===== src/sv/b2s_pkg.sv =====
// ----------------------------------------------------------------------------
// b2s_pkg
// Shared types, codes and the symbol alphabet for the byte to five-bit
// symbol encoder.
// ----------------------------------------------------------------------------
package b2s_pkg;

  // Operation carried in tuser on the input stream.
  typedef enum logic {
    OP_DATA  = 1'b0,
    OP_FLUSH = 1'b1
  } op_t;

  localparam logic [6:0] NEWLINE_CHAR  = 7'd10;
  localparam logic [7:0] RESET_LINE_LEN = 8'd80;
  localparam int         MAX_RESULTS   = 3;

  // One queued job: up to three output characters in order, and how many.
  typedef struct packed {
    logic [MAX_RESULTS-1:0][6:0] chars;
    logic [1:0]                  count;
  } job_t;

  // Maps a 5-bit group onto the custom alphabet.
  function automatic logic [6:0] map_symbol(input logic [4:0] v);
    logic [6:0] ch;
    unique case (v)
      5'd0:    ch = 7'd33;  // '!'
      5'd1:    ch = 7'd64;  // '@'
      5'd2:    ch = 7'd35;  // '#'
      5'd3:    ch = 7'd36;  // '$'
      5'd4:    ch = 7'd37;  // '%'
      5'd5:    ch = 7'd38;  // '&'
      default: ch = {2'b00, v} + 7'd91;  // 'a' for group value six
    endcase
    return ch;
  endfunction

endpackage


===== src/sv/byte_to_five_bit_symbol_encoder_top.sv =====
// ----------------------------------------------------------------------------
// byte_to_five_bit_symbol_encoder_top
// Base32-style encoder with a custom alphabet and line breaking.
// ----------------------------------------------------------------------------
// Input stream (s_axis): one request is a data byte (tuser 0) or a flush
// (tuser 1). Bytes are shifted in MSB first; each full 5-bit group leaves
// as one ASCII character on the output stream (m_axis), with a newline
// after every line_length characters. A flush pads the pending bits into
// a last character, closes a non-empty line and clears the encoder state.
// tlast marks the final character caused by one input request; a flush
// with nothing pending and an empty line produces no output.
// The front part classifies one request per cycle, while the queue has room,
// into a job of up to three characters; a job queue feeds the back part,
// which sends one character per cycle while the receiver is ready. A byte
// thus gives one or two characters (three with a newline). The first
// character passes the queue and the back part's register before it is valid
// on m_axis. When the receiver stalls, the queue fills and s_axis_tready
// drops; the output holds until taken. Reset (rst, synchronous) empties the
// queue, clears the state and sets line_length to 80. cfg_wr_en writes
// line_length; the user must do so while the block is idle (not enforced).
// ----------------------------------------------------------------------------
module byte_to_five_bit_symbol_encoder_top #(
  parameter int QUEUE_DEPTH = 2
) (
  input  logic       clk,
  input  logic       rst,
  input  logic       cfg_wr_en,
  input  logic [7:0] cfg_wr_data,     // line_length
  input  logic       s_axis_tvalid,
  output logic       s_axis_tready,
  input  logic [7:0] s_axis_tdata,    // [7:0] data_byte
  input  logic [0:0] s_axis_tuser,    // [0] operation
  output logic       m_axis_tvalid,
  input  logic       m_axis_tready,
  output logic [7:0] m_axis_tdata,    // [6:0] symbol, [7] zero
  output logic       m_axis_tlast
);
  import b2s_pkg::*;

  logic       fq_valid;
  logic       fq_ready;
  job_t       fq_job;
  logic       qb_valid;
  logic       qb_ready;
  job_t       qb_job;
  logic [6:0] out_char;

  b2s_front u_front (
    .clk        (clk),
    .rst        (rst),
    .cfg_wr_en  (cfg_wr_en),
    .cfg_wr_data(cfg_wr_data),
    .in_valid   (s_axis_tvalid),
    .in_ready   (s_axis_tready),
    .in_op      (s_axis_tuser[0]),
    .in_byte    (s_axis_tdata),
    .job_valid  (fq_valid),
    .job_ready  (fq_ready),
    .job        (fq_job)
  );

  b2s_queue #(
    .DEPTH(QUEUE_DEPTH)
  ) u_queue (
    .clk       (clk),
    .rst       (rst),
    .push_valid(fq_valid),
    .push_ready(fq_ready),
    .push_data (fq_job),
    .pop_valid (qb_valid),
    .pop_ready (qb_ready),
    .pop_data  (qb_job)
  );

  b2s_back u_back (
    .clk      (clk),
    .rst      (rst),
    .job_valid(qb_valid),
    .job_ready(qb_ready),
    .job      (qb_job),
    .out_valid(m_axis_tvalid),
    .out_ready(m_axis_tready),
    .out_char (out_char),
    .out_last (m_axis_tlast)
  );

  assign m_axis_tdata = {1'b0, out_char};

endmodule


===== src/sv/b2s_front.sv =====
// ----------------------------------------------------------------------------
// b2s_front
// Accepts bytes and flush requests, cuts the bit stream into 5-bit groups,
// tracks the line column and hands each request's characters on as one job.
// ----------------------------------------------------------------------------
module b2s_front (
  input  logic          clk,
  input  logic          rst,
  input  logic          cfg_wr_en,
  input  logic [7:0]    cfg_wr_data,
  input  logic          in_valid,
  output logic          in_ready,
  input  logic          in_op,
  input  logic [7:0]    in_byte,
  output logic          job_valid,
  input  logic          job_ready,
  output b2s_pkg::job_t job
);
  import b2s_pkg::*;

  logic [7:0] line_length;
  logic [3:0] leftover_bits;
  logic [2:0] leftover_count;
  logic [7:0] line_column;

  logic [3:0] leftover_bits_next;
  logic [2:0] leftover_count_next;
  logic [7:0] line_column_next;
  logic       accept;

  // Effective line length: zero means 256, one is raised to two.
  logic [8:0] eff_len;
  always_comb begin
    if (line_length == 8'd0) begin
      eff_len = 9'd256;
    end else if (line_length == 8'd1) begin
      eff_len = 9'd2;
    end else begin
      eff_len = {1'b0, line_length};
    end
  end

  // Group extraction, column tracking and job assembly for one request.
  always_comb begin
    logic [11:0]      acc;
    logic [3:0]       total;
    logic [3:0]       new_cnt;
    logic [4:0]       mask;
    logic [1:0][4:0]  grp;
    logic [1:0]       n_grp;
    logic             close_nl;
    logic [8:0]       col;
    logic [1:0]       n;
    acc      = {leftover_bits, in_byte};
    total    = {1'b0, leftover_count} + 4'd8;
    grp      = '0;
    n_grp    = 2'd0;
    close_nl = 1'b0;
    new_cnt  = 4'd0;
    mask     = 5'd0;
    leftover_bits_next  = 4'd0;
    leftover_count_next = 3'd0;

    if (in_op == OP_DATA) begin
      grp[0] = 5'(acc >> (total - 4'd5));
      if (total >= 4'd10) begin
        grp[1]  = 5'(acc >> (total - 4'd10));
        n_grp   = 2'd2;
        new_cnt = total - 4'd10;
      end else begin
        n_grp   = 2'd1;
        new_cnt = total - 4'd5;
      end
      mask = (5'd1 << new_cnt) - 5'd1;
      leftover_bits_next  = acc[3:0] & mask[3:0];
      leftover_count_next = new_cnt[2:0];
    end else begin
      // Flush: zero-pad the pending bits into a final group.
      grp[0]   = 5'({1'b0, leftover_bits} << (3'd5 - leftover_count));
      n_grp    = (leftover_count != 3'd0) ? 2'd1 : 2'd0;
      close_nl = 1'b1;
    end

    // Emit the groups, with a newline wherever the line fills up.
    job.chars = '0;
    n   = 2'd0;
    col = {1'b0, line_column};
    for (int i = 0; i < 2; i++) begin
      if (2'(i) < n_grp) begin
        job.chars[n] = map_symbol(grp[i]);
        n   = n + 2'd1;
        col = col + 9'd1;
        if (col >= eff_len) begin
          job.chars[n] = NEWLINE_CHAR;
          n   = n + 2'd1;
          col = 9'd0;
        end
      end
    end
    if (close_nl && col != 9'd0) begin
      job.chars[n] = NEWLINE_CHAR;
      n = n + 2'd1;
    end
    job.count = n;
    line_column_next = close_nl ? 8'd0 : col[7:0];
  end

  assign in_ready  = job_ready;
  assign accept    = in_valid && job_ready;
  assign job_valid = accept && (job.count != 2'd0);

  // Configuration register and encoder state.
  always_ff @(posedge clk) begin
    if (rst) begin
      line_length    <= RESET_LINE_LEN;
      leftover_bits  <= 4'd0;
      leftover_count <= 3'd0;
      line_column    <= 8'd0;
    end else begin
      if (cfg_wr_en) begin
        line_length <= cfg_wr_data;
      end
      if (accept) begin
        leftover_bits  <= leftover_bits_next;
        leftover_count <= leftover_count_next;
        line_column    <= line_column_next;
      end
    end
  end

endmodule


===== src/sv/b2s_queue.sv =====
// ----------------------------------------------------------------------------
// b2s_queue
// Small job queue between the front and back parts of the encoder.
// ----------------------------------------------------------------------------
module b2s_queue #(
  parameter int DEPTH = 2
) (
  input  logic          clk,
  input  logic          rst,
  input  logic          push_valid,
  output logic          push_ready,
  input  b2s_pkg::job_t push_data,
  output logic          pop_valid,
  input  logic          pop_ready,
  output b2s_pkg::job_t pop_data
);
  import b2s_pkg::*;

  localparam int PtrW = (DEPTH > 1) ? $clog2(DEPTH) : 1;
  localparam int CntW = $clog2(DEPTH + 1);

  job_t            mem [DEPTH];
  logic [PtrW-1:0] wr_ptr;
  logic [PtrW-1:0] rd_ptr;
  logic [CntW-1:0] count;
  logic            do_push;
  logic            do_pop;

  assign push_ready = (count != CntW'(DEPTH));
  assign pop_valid  = (count != '0);
  assign pop_data   = mem[rd_ptr];
  assign do_push    = push_valid && push_ready;
  assign do_pop     = pop_valid && pop_ready;

  // Storage writes.
  always_ff @(posedge clk) begin
    if (do_push) begin
      mem[wr_ptr] <= push_data;
    end
  end

  // Pointers and fill count.
  always_ff @(posedge clk) begin
    if (rst) begin
      wr_ptr <= '0;
      rd_ptr <= '0;
      count  <= '0;
    end else begin
      if (do_push) begin
        wr_ptr <= (wr_ptr == PtrW'(DEPTH - 1)) ? '0 : wr_ptr + PtrW'(1);
      end
      if (do_pop) begin
        rd_ptr <= (rd_ptr == PtrW'(DEPTH - 1)) ? '0 : rd_ptr + PtrW'(1);
      end
      if (do_push && !do_pop) begin
        count <= count + CntW'(1);
      end else if (do_pop && !do_push) begin
        count <= count - CntW'(1);
      end
    end
  end

endmodule


===== src/sv/b2s_back.sv =====
// ----------------------------------------------------------------------------
// b2s_back
// Takes jobs from the queue and plays their characters out one character per
// cycle while the receiver is ready, marking the final character of each job.
// ----------------------------------------------------------------------------
module b2s_back (
  input  logic          clk,
  input  logic          rst,
  input  logic          job_valid,
  output logic          job_ready,
  input  b2s_pkg::job_t job,
  output logic          out_valid,
  input  logic          out_ready,
  output logic [6:0]    out_char,
  output logic          out_last
);
  import b2s_pkg::*;

  job_t       cur;
  logic       cur_valid;
  logic [1:0] idx;

  assign out_valid = cur_valid;
  assign out_char  = cur.chars[idx];
  assign out_last  = (idx == cur.count - 2'd1);

  // A new job loads when nothing is held or the held job just finished.
  assign job_ready = !cur_valid || (out_ready && out_last);

  always_ff @(posedge clk) begin
    if (rst) begin
      cur_valid <= 1'b0;
      idx       <= 2'd0;
    end else if (job_ready) begin
      cur_valid <= job_valid;
      idx       <= 2'd0;
    end else if (out_ready) begin
      idx <= idx + 2'd1;
    end
  end

  always_ff @(posedge clk) begin
    if (job_ready && job_valid) begin
      cur <= job;
    end
  end

endmodule


===== config.mk =====
export PLATFORM = sky130hd
export DESIGN_NAME = byte_to_five_bit_symbol_encoder_top
export DESIGN_NICKNAME = d
export VERILOG_FILES = /design/src/sv/b2s_pkg.sv /design/src/sv/byte_to_five_bit_symbol_encoder_top.sv /design/src/sv/b2s_front.sv /design/src/sv/b2s_queue.sv /design/src/sv/b2s_back.sv
export SDC_FILE = /design/constraint.sdc
export NUM_CORES = 1
export LEC_CHECK = 0
export BUFFER_PORTS_ARGS = -buffer_cell sky130_fd_sc_hd__buf_2
export CORE_MARGIN = 3
export CORE_UTILIZATION = 60
export DETAILED_ROUTE_END_ITERATION = 7
export MAX_ROUTING_LAYER = met4
export PLACE_DENSITY = 0.8
export SYNTH_ARGS = -nofsm -noshare
export SYNTH_HDL_FRONTEND = slang
export SYNTH_SLANG_ARGS = --single-unit

===== constraint.sdc =====
create_clock -name clk -period 13.3 [get_ports clk]
set_input_delay 0.665 -clock clk [delete_from_list [all_inputs] [get_ports clk]]
set_output_delay 0.665 -clock clk [all_outputs]
set_load 0.1 [all_outputs]

==> impl_metrics.py <==
metrics = {
    "pwr": {
        "p_total_w": 0.00122,
        "peakVddDrop_mv": 0.165,
        "power.leakage_nw": 2.71,
        "p_per_area_mw_per_mm2": 168,
    },
    "route": {
        "drtIter0Drc": 422,
        "drc": 0,
        "wl_per_cell_um": 19.5,
        "vias": 5228,
        "viasPerCell": 6.34,
        "wl_um": 16100,
        "antenna_left": 0,
        "dr.pass1.iters": 5,
    },
    "global_routing": {
        "antenna_found_initial": 0,
        "grt_pass1_vias": 5010,
        "grt_first_pass_wirelength_um": 26400,
        "overflow": 0,
        "grt_max_degree": 32,
        "grt_usage_pct": 26.9,
    },
    "placement": {
        "post_dp_cell_area_mm2": 0.00697,
        "place_inst": 809,
        "post-place-ws_ps": 5040,
        "io_buffers": 31,
        "dpl.hpwl_um": 11700,
        "gp_congestion": 0.929,
    },
    "floorplanning": {
        "core_area_mm2": 0.0109,
        "start_util_pct": 62.1,
        "die-area_mm2": 0.0126,
        "ios": 33,
        "die_h_um": 112,
        "rows": 38,
        "chipWidth_um": 112,
    },
    "sta": {
        "hold_violations": 0,
        "rsz0062_at_grt": "no",
        "fin_crit_ps": 8390,
        "finalCritPeriodShare_pct": 63.1,
        "worst_pin_slew_ps": 1130,
        "finalSetupTns_ps": 0,
        "max_freq_mhz": 119,
        "slew_headroom_pct": 24.2,
        "fin_skew_ps": 13.0,
        "finalWorstSetupSlack_ps": 4910,
        "finalSetupViolCount": 0,
        "slew_violations": 0,
    },
    "yosys": {
        "ys_seq_area_share_pct": 39.4,
        "syn_nets": 738,
        "synth_area_leaders": "edfxtp_1, dfxtp_1, ha_1, mux4_2, mux2_2",
        "ys_types": 78,
        "ys_seq_elements": 99,
        "yosysTopAreaCell": "edfxtp_1",
        "yosysWarningCount": 0,
        "syn_area_per_cell_um2": 10.1,
        "yosysTopAreaCellShare_pct": 30.5,
        "syn_inst": 674,
        "syn-cell-area_mm2": 0.00679,
        "ys.flop_type": "edfxtp_1",
        "synthArstFlopShare_pct": 0,
        "synth_edf_count": 69,
    },
    "worst_hold_path": {
        "holdPathStages": 2,
        "whs_endpoint": "u_front.line_length[7]",
        "min-delay-start": "u_front.line_length[7]",
        "hold_path.class": "register to register",
    },
    "final_layout": {
        "fin_area_mm2": 0.00727,
        "fillers": 830,
        "area_growth_pct": 7.08,
        "final_common_cell": "edfxtp_1",
        "antennaDiodeCount": 0,
        "final_cell_mix": "edfxtp_1, nor2_1, nand2_1",
        "fin_nets": 744,
        "final_layout_size_suffix_gt1_share_pct": 15.3,
        "layout.cells.non_filler": 825,
    },
    "worst_setup_path": {
        "r2r_end": "u_queue.mem[0][19]",
        "crit_type": "register to register",
        "reg2regPathDepth": 25,
        "rrSetupSlack_ps": 4910,
        "critPathMaxFanout": 23,
        "r2r_start": "u_front.line_column[0]",
        "crit_required_ps": 13260,
        "startpoint_type": "register",
        "critPathArrivalTime_ps": 8350,
        "end_kind": "register",
    },
    "clocking": {
        "path_clk_slew_ps": 70,
        "insertion_delay_ps": 350,
        "cts_sinks": 99,
        "cts_resized": 0,
        "cts_buffer_depth": 2,
        "cts_made_buffers": 9,
        "root_buffer": "clkbuf_16",
        "postCtsHoldBufs": 0,
        "postCtsSetupBuffers": 0,
        "cts_tree": "done",
        "htreeDepth": 3,
    },
    "run_status": {
        "outcome": "finished clean",
    },
    "job": {
        "cap_violations": 0,
    },
}
## worst max-delay path: stages, from the launching register on
cell      delay, ps
dfxtp_1         580
and2_1          280
nand3_1         110
xnor2_1         410
ha_1            320
and3_4          150
a221o_1         410
a221oi_4        660
nand2_4         180
o21ai_0         420
ha_1            420
nand4_1         110
o21ai_0         470
xor2_1          140
ha_1            310
o21ai_0          70
o21ai_0         180
a21oi_1         120
nor2_1          390
nand2_1         150
a31oi_1         440
inv_1            90
ha_1            320
a21oi_1         130
mux2_4          210
nor2b_2         900
## stage by stage
stage          utilization, %  hold slack, ps
3_3_place_gp             63.7             495
4_1_cts                  66.5             521
5_1_grt                  66.5             549
2_1_floorplan               -             481
6_report                 66.5             527
3_5_place_dp             63.7             510
## metal layers
metal,track usage (%),up-vias,wire (um)
met2,41.7,168,7590
li1,-,2519,-
met5,-,-,0
met4,7.13,0,221
met3,4.85,20,909
met1,36.9,2521,7350
## synth_stat cells, drive strengths merged (16+ instances only)
master  number
edfxtp      69
nor2        66
nand2       62
ha          42
o21ai       37
a21oi       30
dfxtp       30
mux2        29
mux2i       26
inv         25
clkbuf      22
buf         16
## sequential cells by signal, summed over array words and instances (netlist names)
| name | count |
|---|---|
| u_queue.wr_ptr | 1 |
| u_queue.count | 2 |
| u_queue.rd_ptr | 1 |
| u_back.idx | 2 |
| u_front.leftover_bits | 4 |
| u_front.line_column | 8 |
| u_queue.mem | 46 |
| u_back.cur | 23 |
| u_front.line_length | 8 |
| u_back.out_valid | 1 |
| u_front.leftover_count | 3 |
## area by class of cell
class	count	area, um^2	share of cell area, %
Multi-Input combinational cell	512	3850	53.0
Sequential cell	99	2670	36.8
Clock buffer	11	233	3.20
Tap cell	140	175	2.41
Timing Repair Buffer	33	170	2.34
Inverter	25	93.8	1.29
Clock inverter	5	67.6	0.930
## cell families after synthesis
kind of cell	count (synthesis)	share of synthesized area (%)
adder cells (fa/ha/maj)	42	7.74
multiplexers	69	13.4
XOR/XNOR	26	3.36
AND/OR/NAND/NOR	214	15.7
flip-flops	99	39.4
other	1	0.0553
AO/OA/AOI/OAI	160	16.5
buffers and inverters	63	3.85
## how the worst max path moves through the flow
| stage | startpoint | endpoint | slack [ps] | cells past startpoint |
|---|---|---|---|---|
| 2_1_floorplan | u_front.line_column[0] | u_queue.mem[0][0] | 6060 | 28 |
| 3_3_place_gp | u_front.line_column[0] | u_queue.mem[0][2] | 5320 | 25 |
| 3_5_place_dp | u_front.line_column[0] | u_queue.mem[0][2] | 5040 | 25 |
| 4_1_cts | u_front.line_column[0] | u_queue.mem[0][19] | 5000 | 25 |
| 5_1_grt | u_front.line_column[0] | u_queue.mem[0][0] | 4140 | 25 |
| 6_report | u_front.line_column[0] | u_queue.mem[0][19] | 4910 | 25 |
## where the power goes
group / switching [W] / total [W] / internal (W)
Clock: 0.000121 / 0.000270 / 0.000150
Sequential: 0.0000424 / 0.000476 / 0.000433
Combinational: 0.000313 / 0.000471 / 0.000158
Total: 0.000476 / 0.00122 / 0.000741
(Power assumes the default switching activity.)
